<file path="src/hdl/rrpd_pkg.sv">
// ----------------------------------------------------------------------------
// rrpd_pkg
// Shared widths, reset values, register indexes and types of the rate rise
// pulse detector.
// ----------------------------------------------------------------------------
package rrpd_pkg;

    localparam int COUNT_W = 16;
    localparam int PROM_W  = 16;
    localparam int HOLD_W  = 10;
    localparam int TICK_W  = 11;

    localparam logic [TICK_W-1:0] TICK_MAX = 11'd2047;

    localparam logic [PROM_W-1:0] PROM_RST = 16'd10;
    localparam logic [HOLD_W-1:0] HOLD_RST = 10'd50;

    localparam int WINDOW_BEHIND_DEF = 30;
    localparam int LOOKAHEAD_DEF     = 3;
    localparam int MAX_BINS_DEF      = 131072;

    localparam int CFG_IDX_W  = 1;
    localparam int CFG_DATA_W = 16;

    typedef enum logic [CFG_IDX_W-1:0] {
        CFG_PROMINENCE = 1'b0,
        CFG_HOLDOFF    = 1'b1
    } t_cfg_reg;

    typedef struct packed {
        logic shift;
        logic clear;
    } t_cell_ctl;

endpackage

</file>
<file path="src/hdl/rrpd_if.sv">
// ----------------------------------------------------------------------------
// rrpd_if
// Valid/ready channels of the rate rise pulse detector: bin input, pulse
// output and configuration write.
// ----------------------------------------------------------------------------
interface rrpd_bin_if;
    logic                         valid;
    logic                         ready;
    logic [rrpd_pkg::COUNT_W-1:0] bin_count;
    logic                         start_run;

    modport source (output valid, output bin_count, output start_run, input ready);
    modport sink   (input valid, input bin_count, input start_run, output ready);
endinterface

interface rrpd_pulse_if #(
    parameter int POS_W = $clog2(rrpd_pkg::MAX_BINS_DEF)
);
    logic             valid;
    logic             ready;
    logic [POS_W-1:0] pulse_bin;

    modport source (output valid, output pulse_bin, input ready);
    modport sink   (input valid, input pulse_bin, output ready);
endinterface

interface rrpd_cfg_if;
    logic                            valid;
    logic                            ready;
    logic [rrpd_pkg::CFG_IDX_W-1:0]  index;
    logic [rrpd_pkg::CFG_DATA_W-1:0] data;

    modport source (output valid, output index, output data, input ready);
    modport sink   (input valid, input index, input data, output ready);
endinterface

</file>
<file path="src/hdl/rate_rise_pulse_detector.sv">
// ----------------------------------------------------------------------------
// rate_rise_pulse_detector
// Step trigger on a moving average of histogram bin counts.
// ----------------------------------------------------------------------------
// Usage:
//   i_bin   carries one bin count per word; start_run = 1 clears the history
//           and makes that bin position zero of a new run.
//   o_pulse carries the bin index of each detected rise.
//   i_cfg   writes prominence (index 0), holdoff_bins (index 1); always ready.
//           Write it only while the block is idle; the block does not enforce it.
// Throughput: one bin word per cycle while i_bin.ready is high. The running
//   sums and the hold-off counter update in the same cycle as the compare, so
//   back-to-back bins need no bubbles.
// Output: the bin word that completes a look-ahead window raises its pulse
//   word into the output register, or into the skid entry while it waits.
// Stall: a two-entry output stage (output register plus skid entry) lets
//   bins flow while a pulse waits; i_bin.ready drops only while both
//   entries hold pulses.
// Reset: window cells, sums, position and hold-off clear; prominence is 10
//   and holdoff_bins is 50. No clearing pass is needed.
// Bins past MAX_BINS in one run are taken and dropped until start_run.
// ----------------------------------------------------------------------------
module rate_rise_pulse_detector #(
    parameter int WINDOW_BEHIND = rrpd_pkg::WINDOW_BEHIND_DEF,
    parameter int LOOKAHEAD     = rrpd_pkg::LOOKAHEAD_DEF,
    parameter int MAX_BINS      = rrpd_pkg::MAX_BINS_DEF
) (
    input  logic   i_clk,
    input  logic   i_rst_n,
    rrpd_bin_if.sink     i_bin,
    rrpd_cfg_if.sink     i_cfg,
    rrpd_pulse_if.source o_pulse
);

    localparam int POS_W = $clog2(MAX_BINS);
    localparam int DEPTH = WINDOW_BEHIND + LOOKAHEAD;

    logic [rrpd_pkg::PROM_W-1:0] r_prominence;
    logic [rrpd_pkg::HOLD_W-1:0] r_holdoff;

    logic [rrpd_pkg::COUNT_W-1:0] w_tap [DEPTH];
    rrpd_pkg::t_cell_ctl          cell_ctl;
    rrpd_pkg::t_cell_ctl          head_ctl;
    logic                         in_accept;
    logic                         pulse;
    logic [POS_W-1:0]             pulse_bin;

    logic             r_a_valid, n_a_valid;
    logic [POS_W-1:0] r_a_bin,   n_a_bin;
    logic             r_b_valid, n_b_valid;
    logic [POS_W-1:0] r_b_bin,   n_b_bin;
    logic             a_free;

    // configuration registers
    assign i_cfg.ready = 1'b1;

    always_ff @(posedge i_clk) begin
        if (!i_rst_n) begin
            r_prominence <= rrpd_pkg::PROM_RST;
            r_holdoff    <= rrpd_pkg::HOLD_RST;
        end else if (i_cfg.valid) begin
            unique case (rrpd_pkg::t_cfg_reg'(i_cfg.index))
                rrpd_pkg::CFG_PROMINENCE: r_prominence <= i_cfg.data[rrpd_pkg::PROM_W-1:0];
                rrpd_pkg::CFG_HOLDOFF:    r_holdoff    <= i_cfg.data[rrpd_pkg::HOLD_W-1:0];
            endcase
        end
    end

    assign i_bin.ready = !r_b_valid;
    assign in_accept   = i_bin.valid && !r_b_valid;

    // window of bin counts, newest in cell zero
    assign head_ctl.shift = cell_ctl.shift;
    assign head_ctl.clear = 1'b0;

    generate
        for (genvar k = 0; k < DEPTH; k++) begin : g_cell
            if (k == 0) begin : g_head
                rrpd_cell u_cell (
                    .i_clk   (i_clk),
                    .i_rst_n (i_rst_n),
                    .i_ctl   (head_ctl),
                    .i_prev  (i_bin.bin_count),
                    .o_count (w_tap[k])
                );
            end else begin : g_body
                rrpd_cell u_cell (
                    .i_clk   (i_clk),
                    .i_rst_n (i_rst_n),
                    .i_ctl   (cell_ctl),
                    .i_prev  (w_tap[k-1]),
                    .o_count (w_tap[k])
                );
            end
        end
    endgenerate

    rrpd_trigger #(
        .WINDOW_BEHIND (WINDOW_BEHIND),
        .LOOKAHEAD     (LOOKAHEAD),
        .MAX_BINS      (MAX_BINS),
        .POS_W         (POS_W)
    ) u_trigger (
        .i_clk        (i_clk),
        .i_rst_n      (i_rst_n),
        .i_accept     (in_accept),
        .i_start      (i_bin.start_run),
        .i_count      (i_bin.bin_count),
        .i_tap_ahead  (w_tap[LOOKAHEAD-1]),
        .i_tap_behind (w_tap[DEPTH-1]),
        .i_prominence (r_prominence),
        .i_holdoff    (r_holdoff),
        .o_cell_ctl   (cell_ctl),
        .o_pulse      (pulse),
        .o_pulse_bin  (pulse_bin)
    );

    // output register with one skid entry behind it
    always_comb begin
        a_free    = !r_a_valid || o_pulse.ready;
        n_a_valid = r_a_valid;
        n_a_bin   = r_a_bin;
        n_b_valid = r_b_valid;
        n_b_bin   = r_b_bin;
        if (a_free) begin
            if (r_b_valid) begin
                n_a_valid = 1'b1;
                n_a_bin   = r_b_bin;
                n_b_valid = pulse;
                n_b_bin   = pulse_bin;
            end else begin
                n_a_valid = pulse;
                n_a_bin   = pulse_bin;
            end
        end else if (pulse) begin
            n_b_valid = 1'b1;
            n_b_bin   = pulse_bin;
        end
    end

    always_ff @(posedge i_clk) begin
        if (!i_rst_n) begin
            r_a_valid <= 1'b0;
            r_b_valid <= 1'b0;
        end else begin
            r_a_valid <= n_a_valid;
            r_b_valid <= n_b_valid;
        end
        r_a_bin <= n_a_bin;
        r_b_bin <= n_b_bin;
    end

    assign o_pulse.valid     = r_a_valid;
    assign o_pulse.pulse_bin = r_a_bin;

`ifndef SYNTHESIS
    a_skid_behind_head: assert property (@(posedge i_clk) disable iff (!i_rst_n)
        r_b_valid |-> r_a_valid)
        else $error("skid entry full while output register empty");

    a_no_accept_when_full: assert property (@(posedge i_clk) disable iff (!i_rst_n)
        (r_a_valid && r_b_valid && !o_pulse.ready) |=> (r_a_valid && r_b_valid))
        else $error("pulse word lost while output stalled");

    a_pulse_lands: assert property (@(posedge i_clk) disable iff (!i_rst_n)
        pulse |=> r_a_valid)
        else $error("pulse word not held in output stage");
`endif

endmodule

</file>
<file path="src/hdl/rrpd_cell.sv">
// ----------------------------------------------------------------------------
// rrpd_cell
// One stage of the count window: holds one bin count and passes it on to the
// next stage on every shift.
// ----------------------------------------------------------------------------
module rrpd_cell (
    input  logic                         i_clk,
    input  logic                         i_rst_n,
    input  rrpd_pkg::t_cell_ctl          i_ctl,
    input  logic [rrpd_pkg::COUNT_W-1:0] i_prev,
    output logic [rrpd_pkg::COUNT_W-1:0] o_count
);

    logic [rrpd_pkg::COUNT_W-1:0] r_count;
    logic [rrpd_pkg::COUNT_W-1:0] n_count;

    always_comb begin
        n_count = r_count;
        if (i_ctl.shift) begin
            // a new run starts with an empty history
            n_count = i_ctl.clear ? '0 : i_prev;
        end
    end

    always_ff @(posedge i_clk) begin
        if (!i_rst_n) begin
            r_count <= '0;
        end else begin
            r_count <= n_count;
        end
    end

    assign o_count = r_count;

endmodule

</file>
<file path="src/hdl/rrpd_trigger.sv">
// ----------------------------------------------------------------------------
// rrpd_trigger
// Running window sums, bin position, hold-off logic and the step compare.
// Decides within the cycle of a bin word whether that word raises a pulse.
// ----------------------------------------------------------------------------
module rrpd_trigger #(
    parameter int WINDOW_BEHIND = rrpd_pkg::WINDOW_BEHIND_DEF,
    parameter int LOOKAHEAD     = rrpd_pkg::LOOKAHEAD_DEF,
    parameter int MAX_BINS      = rrpd_pkg::MAX_BINS_DEF,
    parameter int POS_W         = $clog2(MAX_BINS)
) (
    input  logic                         i_clk,
    input  logic                         i_rst_n,
    input  logic                         i_accept,
    input  logic                         i_start,
    input  logic [rrpd_pkg::COUNT_W-1:0] i_count,
    input  logic [rrpd_pkg::COUNT_W-1:0] i_tap_ahead,
    input  logic [rrpd_pkg::COUNT_W-1:0] i_tap_behind,
    input  logic [rrpd_pkg::PROM_W-1:0]  i_prominence,
    input  logic [rrpd_pkg::HOLD_W-1:0]  i_holdoff,
    output rrpd_pkg::t_cell_ctl          o_cell_ctl,
    output logic                         o_pulse,
    output logic [POS_W-1:0]             o_pulse_bin
);

    localparam int  CNT_MAX = (1 << rrpd_pkg::COUNT_W) - 1;
    localparam int  CNT_W   = $clog2(MAX_BINS + 1);
    localparam int  SB_W    = $clog2(WINDOW_BEHIND * CNT_MAX + 1);
    localparam int  SA_W    = $clog2(LOOKAHEAD * CNT_MAX + 1);
    localparam int  CMP_W   = $clog2(2 * LOOKAHEAD * WINDOW_BEHIND * CNT_MAX + 1);

    localparam logic [CMP_W-1:0] K_WB   = CMP_W'(WINDOW_BEHIND);
    localparam logic [CMP_W-1:0] K_LA   = CMP_W'(LOOKAHEAD);
    localparam logic [CMP_W-1:0] K_PROM = CMP_W'(LOOKAHEAD * WINDOW_BEHIND);
    localparam logic [CNT_W-1:0] K_MAX  = CNT_W'(MAX_BINS);
    localparam logic [CNT_W-1:0] K_LEAD = CNT_W'(LOOKAHEAD - 1);
    localparam logic [POS_W-1:0] K_WIN  = POS_W'(WINDOW_BEHIND);

    logic [CNT_W-1:0]            r_pos,    n_pos;
    logic [SB_W-1:0]             r_sb,     n_sb;
    logic [SA_W-1:0]             r_sa,     n_sa;
    logic [rrpd_pkg::TICK_W-1:0] r_ticks,  n_ticks;
    logic                        r_recent, n_recent;

    logic [CNT_W-1:0]             base_pos;
    logic [SB_W-1:0]              base_sb;
    logic [SA_W-1:0]              base_sa;
    logic [rrpd_pkg::TICK_W-1:0]  base_ticks;
    logic                         base_recent;
    logic [rrpd_pkg::COUNT_W-1:0] tap_a;
    logic [rrpd_pkg::COUNT_W-1:0] tap_b;
    logic                         active;
    logic                         checked;
    logic [CNT_W-1:0]             p_full;
    logic [POS_W-1:0]             p;
    logic [rrpd_pkg::TICK_W-1:0]  ticks_inc;
    logic                         recent_inc;
    logic                         eligible;
    logic [CMP_W-1:0]             lhs;
    logic [CMP_W-1:0]             rhs;
    logic                         pulse;

    always_comb begin
        // start of run: treat all history as cleared
        base_pos    = i_start ? '0 : r_pos;
        base_sb     = i_start ? '0 : r_sb;
        base_sa     = i_start ? '0 : r_sa;
        base_ticks  = i_start ? '0 : r_ticks;
        base_recent = i_start ? 1'b0 : r_recent;
        tap_a       = i_start ? '0 : i_tap_ahead;
        tap_b       = i_start ? '0 : i_tap_behind;

        active  = base_pos < K_MAX;
        checked = base_pos >= K_LEAD;
        p_full  = base_pos - K_LEAD;
        p       = p_full[POS_W-1:0];

        n_sb = base_sb + SB_W'(tap_a) - SB_W'(tap_b);
        n_sa = base_sa + SA_W'(i_count) - SA_W'(tap_a);

        ticks_inc  = (base_ticks < rrpd_pkg::TICK_MAX) ? base_ticks + 1'b1 : base_ticks;
        recent_inc = (ticks_inc > rrpd_pkg::TICK_W'(i_holdoff)) ? 1'b0 : base_recent;
        eligible   = !recent_inc && (ticks_inc >= rrpd_pkg::TICK_W'(i_holdoff)) && (p > K_WIN);

        lhs   = K_WB * CMP_W'(n_sa);
        rhs   = K_LA * CMP_W'(n_sb) + K_PROM * CMP_W'(i_prominence);
        pulse = i_accept && active && checked && eligible && (lhs > rhs);

        n_pos    = r_pos;
        n_ticks  = r_ticks;
        n_recent = r_recent;
        if (i_accept && active) begin
            n_pos = base_pos + 1'b1;
            if (checked) begin
                n_ticks  = pulse ? '0 : ticks_inc;
                n_recent = pulse | recent_inc;
            end else begin
                n_ticks  = base_ticks;
                n_recent = base_recent;
            end
        end
    end

    always_ff @(posedge i_clk) begin
        if (!i_rst_n) begin
            r_pos    <= '0;
            r_sb     <= '0;
            r_sa     <= '0;
            r_ticks  <= '0;
            r_recent <= 1'b0;
        end else begin
            r_pos    <= n_pos;
            r_ticks  <= n_ticks;
            r_recent <= n_recent;
            if (i_accept && active) begin
                r_sb <= n_sb;
                r_sa <= n_sa;
            end
        end
    end

    assign o_cell_ctl.shift = i_accept && active;
    assign o_cell_ctl.clear = i_accept && i_start;
    assign o_pulse          = pulse;
    assign o_pulse_bin      = p;

`ifndef SYNTHESIS
    a_pulse_arms_holdoff: assert property (@(posedge i_clk) disable iff (!i_rst_n)
        pulse |=> (r_recent && r_ticks == '0))
        else $error("pulse did not arm hold-off");

    a_pos_bounded: assert property (@(posedge i_clk) disable iff (!i_rst_n)
        r_pos <= K_MAX)
        else $error("bin position beyond run limit");

    a_pulse_past_window: assert property (@(posedge i_clk) disable iff (!i_rst_n)
        pulse |-> (p > K_WIN && o_cell_ctl.shift))
        else $error("pulse inside behind window or without shift");
`endif

endmodule

</file>
<file path="src/flat_wrapper.sv">
// flat-port wrapper written by rule: the top's interface ports become plain ports
module rate_rise_pulse_detector_flat 
#(
    parameter int WINDOW_BEHIND = rrpd_pkg::WINDOW_BEHIND_DEF,
    parameter int LOOKAHEAD     = rrpd_pkg::LOOKAHEAD_DEF,
    parameter int MAX_BINS      = rrpd_pkg::MAX_BINS_DEF
)
  (i_clk, i_rst_n, i_bin_valid, i_bin_bin_count, i_bin_start_run, i_bin_ready, i_cfg_valid, i_cfg_index, i_cfg_data, i_cfg_ready, o_pulse_valid, o_pulse_pulse_bin, o_pulse_ready);
  rrpd_bin_if i_bin_i ();
  rrpd_cfg_if i_cfg_i ();
  rrpd_pulse_if o_pulse_i ();
  input  logic i_clk;
  input  logic i_rst_n;
  input wire logic [$bits(i_bin_i.valid)-1:0] i_bin_valid;
  input wire logic [$bits(i_bin_i.bin_count)-1:0] i_bin_bin_count;
  input wire logic [$bits(i_bin_i.start_run)-1:0] i_bin_start_run;
  output wire logic [$bits(i_bin_i.ready)-1:0] i_bin_ready;
  input wire logic [$bits(i_cfg_i.valid)-1:0] i_cfg_valid;
  input wire logic [$bits(i_cfg_i.index)-1:0] i_cfg_index;
  input wire logic [$bits(i_cfg_i.data)-1:0] i_cfg_data;
  output wire logic [$bits(i_cfg_i.ready)-1:0] i_cfg_ready;
  output wire logic [$bits(o_pulse_i.valid)-1:0] o_pulse_valid;
  output wire logic [$bits(o_pulse_i.pulse_bin)-1:0] o_pulse_pulse_bin;
  input wire logic [$bits(o_pulse_i.ready)-1:0] o_pulse_ready;
  assign i_bin_i.valid = i_bin_valid;
  assign i_bin_i.bin_count = i_bin_bin_count;
  assign i_bin_i.start_run = i_bin_start_run;
  assign i_bin_ready = i_bin_i.ready;
  assign i_cfg_i.valid = i_cfg_valid;
  assign i_cfg_i.index = i_cfg_index;
  assign i_cfg_i.data = i_cfg_data;
  assign i_cfg_ready = i_cfg_i.ready;
  assign o_pulse_valid = o_pulse_i.valid;
  assign o_pulse_pulse_bin = o_pulse_i.pulse_bin;
  assign o_pulse_i.ready = o_pulse_ready;
  rate_rise_pulse_detector #(.WINDOW_BEHIND(WINDOW_BEHIND), .LOOKAHEAD(LOOKAHEAD), .MAX_BINS(MAX_BINS)) u_core (.i_clk(i_clk), .i_rst_n(i_rst_n), .i_bin(i_bin_i), .i_cfg(i_cfg_i), .o_pulse(o_pulse_i));
endmodule
</file>
<file path="config.mk">
export PLATFORM = sky130hd
export DESIGN_NAME = rate_rise_pulse_detector_flat
export DESIGN_NICKNAME = d
export VERILOG_FILES = /design/src/hdl/rrpd_pkg.sv /design/src/hdl/rrpd_if.sv /design/src/hdl/rate_rise_pulse_detector.sv /design/src/hdl/rrpd_cell.sv /design/src/hdl/rrpd_trigger.sv /design/src/flat_wrapper.sv
export SDC_FILE = /design/constraint.sdc
export NUM_CORES = 2
export LEC_CHECK = 0
export ABC_AREA = 1
export BUFFER_PORTS_ARGS = -buffer_cell sky130_fd_sc_hd__buf_2
export CAP_MARGIN = 25
export CORE_AREA = 2 2 262 199
export CTS_BUF_LIST = sky130_fd_sc_hd__clkbuf_16
export DETAILED_ROUTE_END_ITERATION = 10
export DIE_AREA = 0 0 264 201
export PLACE_DENSITY = 0.85
export REMOVE_ABC_BUFFERS = 1
export SYNTH_ARGS = -nofsm -noshare
export SYNTH_HDL_FRONTEND = slang
export SYNTH_SLANG_ARGS = --single-unit
export TNS_END_PERCENT = 1
</file>
<file path="constraint.sdc">
create_clock -name i_clk -period 18.4 [get_ports i_clk]
set_input_delay 2.76 -clock i_clk [delete_from_list [all_inputs] [get_ports i_clk]]
set_output_delay 2.76 -clock i_clk [all_outputs]
set_load 0.02 [all_outputs]
</file>
==> impl_metrics.tcl <==
set metrics [dict create \
    dr.pass1.iters 6 \
    rsz0062_at_grt "no" \
    netlist_area_mm2 0.0340 \
    arrival_ns 11.39 \
    hp-start "u_core.g_cell[32].g_body.u_cell.o_count[15]" \
    holdBufCountCts 0 \
    grt-ovfl-total 0 \
    endpoint_kind "flip-flop" \
    hpwl_um 48600 \
    grt_pass1_wl_um 128000 \
    seq_area_frac_synth_pct 39.9 \
    die_x_um 264 \
    clock.fmax_mhz 90.3 \
    clk_pin_slew_ns 0.07 \
    area_growth_syn_to_layout_pct 6.71 \
    grt_pass1_vias 26100 \
    synth_top_area_share_pct 36.8 \
    antenna_left 0 \
    dp.cells 4876 \
    drv_slew 0 \
    p_per_area_mw_per_mm2 215 \
    crit_type "input pin to flip-flop" \
    cp.required_ns 18.72 \
    ys_ff_latch 659 \
    pin_count 59 \
    antenna_found_initial 0 \
    grt_start_max_net_pins 258 \
    avgSynthCellArea_um2 7.70 \
    ctsResizeCount 0 \
    yosys.cell_count.top_type "a21oi_1" \
    fillCellCount 4007 \
    vias 28900 \
    die_h_um 201 \
    avgViaCountPerCell 5.80 \
    cts_tree "yes" \
    reg2reg_from "u_core.g_cell[2].g_body.u_cell.o_count[0]" \
    synth_cells 4413 \
    path_max_fanout 207 \
    core-area_mm2 0.0508 \
    drt_iter0_drc 2951 \
    grt_use_total_pct 28.5 \
    diodes 0 \
    wl_um 76400 \
    synth_top_cells_by_count "a21oi_1, nor2_1, dfxtp_1, nor3_1, inv_1" \
    slowest_stage "buf_4" \
    cts_inserted_buffers 59 \
    cp-start-kind "input pin" \
    cp-startpoint "i_bin_start_run" \
    htreeDepth 2 \
    fin_crit_sh_pct 60.2 \
    peakVddDrop_uv 416 \
    cts_setup_buffers 0 \
    cts_root_buf "clkbuf_16" \
    hp-class "flip-flop to flip-flop" \
    status "completed" \
    path_common_cell "inv_1" \
    setup_viol 0 \
    clkSinkCount 659 \
    drive_gt1_share_pct 5.23 \
    ys_warn_count 0 \
    layout.nets 4588 \
    start_util_pct 66.8 \
    tns_ns 0 \
    ys_async_sr_fraction_pct 0 \
    synth_flop_cell "dfxtp_1" \
    synth_area_leaders "dfxtp_1, a21oi_1, nor2_1, nor3_1, ha_1" \
    drc_errors 0 \
    slowest_delay_ns 0.77 \
    skew_ns 0.0421 \
    wire_per_inst_um 15.3 \
    fin_hold_ws_ns 0.466 \
    ys_types 53 \
    finalHoldViolations 0 \
    die-area_mm2 0.0531 \
    clkLatencyLatePin_ns 0.65 \
    clk_path_buf_depth 3 \
    utilization_pct 71.3 \
    synth_edf_count 34 \
    maxCapViolCount 0 \
    final_cells 4986 \
    slew_headroom_pct 27.3 \
    numPortBuffers 57 \
    gp_congestion 0.949 \
    post-synth-top-area-cell "dfxtp_1" \
    leakagePower_nw 16.2 \
    worstMarginPinSlew_ns 1.09 \
    rows 72 \
    min_period_ns 11.07 \
]
[through the flow]
stage	setup slack [ns]	power, mW	instance area (um2)
finish	7.33	7.79	36200
global route	6.66	8.59	36200
CTS	7.47	7.76	36200
detailed placement	6.83	6.44	34100
global placement	6.97	6.35	34100
floorplan	-24.29	5.49	32800
[cells by family after synthesis]
kind of cell             share of synthesized area (%)
AND/OR/NAND/NOR                                   21.3
AO/OA/AOI/OAI                                     15.2
buffers and inverters                             8.48
flip-flops                                        39.9
adder cells (fa/ha/maj)                           12.5
XOR/XNOR                                          2.60
other                                           0.0110
[layer usage]
layer | vias to the layer above | global-route usage [%] | routed length (um)
met3 | 115 | 5.10 | 5800
met5 | - | 0 | 0
met2 | 871 | 42.1 | 33000
li1 | 14300 | - | -
met4 | 0 | 7.49 | 1680
met1 | 13600 | 42.8 | 35900
[placed cells by master (no fill, tap or decap), types with 34 or more instances in the layout]
cell type and instances:
nor2_1 682, nor3_1 488, xor2_1 67, edfxtp_1 34
nand3_1 72, a21oi_1 696, nand2_1 340, o21ai_0 172
clkbuf_16 59, fa_1 106, ha_1 170, inv_1 457
buf_2 56, dfxtp_1 625
[layout make-up]
cell class	count	area, um2	share of cell area (%)
multi-input cells	3019	17600	48.5
flip-flops and latches	659	13500	37.3
inverters	458	1750	4.83
clock buffers	59	1480	4.07
well taps	666	833	2.30
clock inverters	49	579	1.60
repair buffers	76	508	1.40
[flip-flops by register name (all words and copies together), names as in the netlist, 10 cells and up]
signal                               count
u_core.o_pulse.pulse_bin                17
u_core.r_b_bin                          17
u_core.g_cell.g_head.u_cell.o_count     16
u_core.g_cell.g_body.u_cell.o_count    512
u_core.u_trigger.r_pos                  18
u_core.u_trigger.r_ticks                11
u_core.u_trigger.r_sb                   21
u_core.u_trigger.r_sa                   18
u_core.r_prominence                     16
u_core.r_holdoff                        10
[worst max-delay path, delay by kind of cell]
kind / cells / cell delay, ns
adder cells (fa/ha/maj): 6 / 2.51
buffers and inverters: 9 / 2.23
AND/OR/NAND/NOR: 10 / 1.90
AO/OA/AOI/OAI: 6 / 1.12
XOR/XNOR: 2 / 0.65
[final timing paths]
kind / to / slack [ns] / cells past startpoint
max: u_core.r_b_bin[7] / 7.33 / 33
min: u_core.g_cell[32].g_body.u_cell.o_count[15] / 0.47 / 2
max reg2reg: u_core.r_b_bin[7] / 9.98 / 38
min reg2reg: u_core.g_cell[32].g_body.u_cell.o_count[15] / 0.47 / 2
[power by group]
part	internal, mW	leakage, nW	switching [mW]	total (mW)
clock network	0.733	1.04	0.563	1.30
registers	1.54	5.48	0.0529	1.60
logic	1.91	9.70	2.99	4.90
total	4.19	16.2	3.60	7.79
No activity file was read; power rests on OpenSTA's default activity.
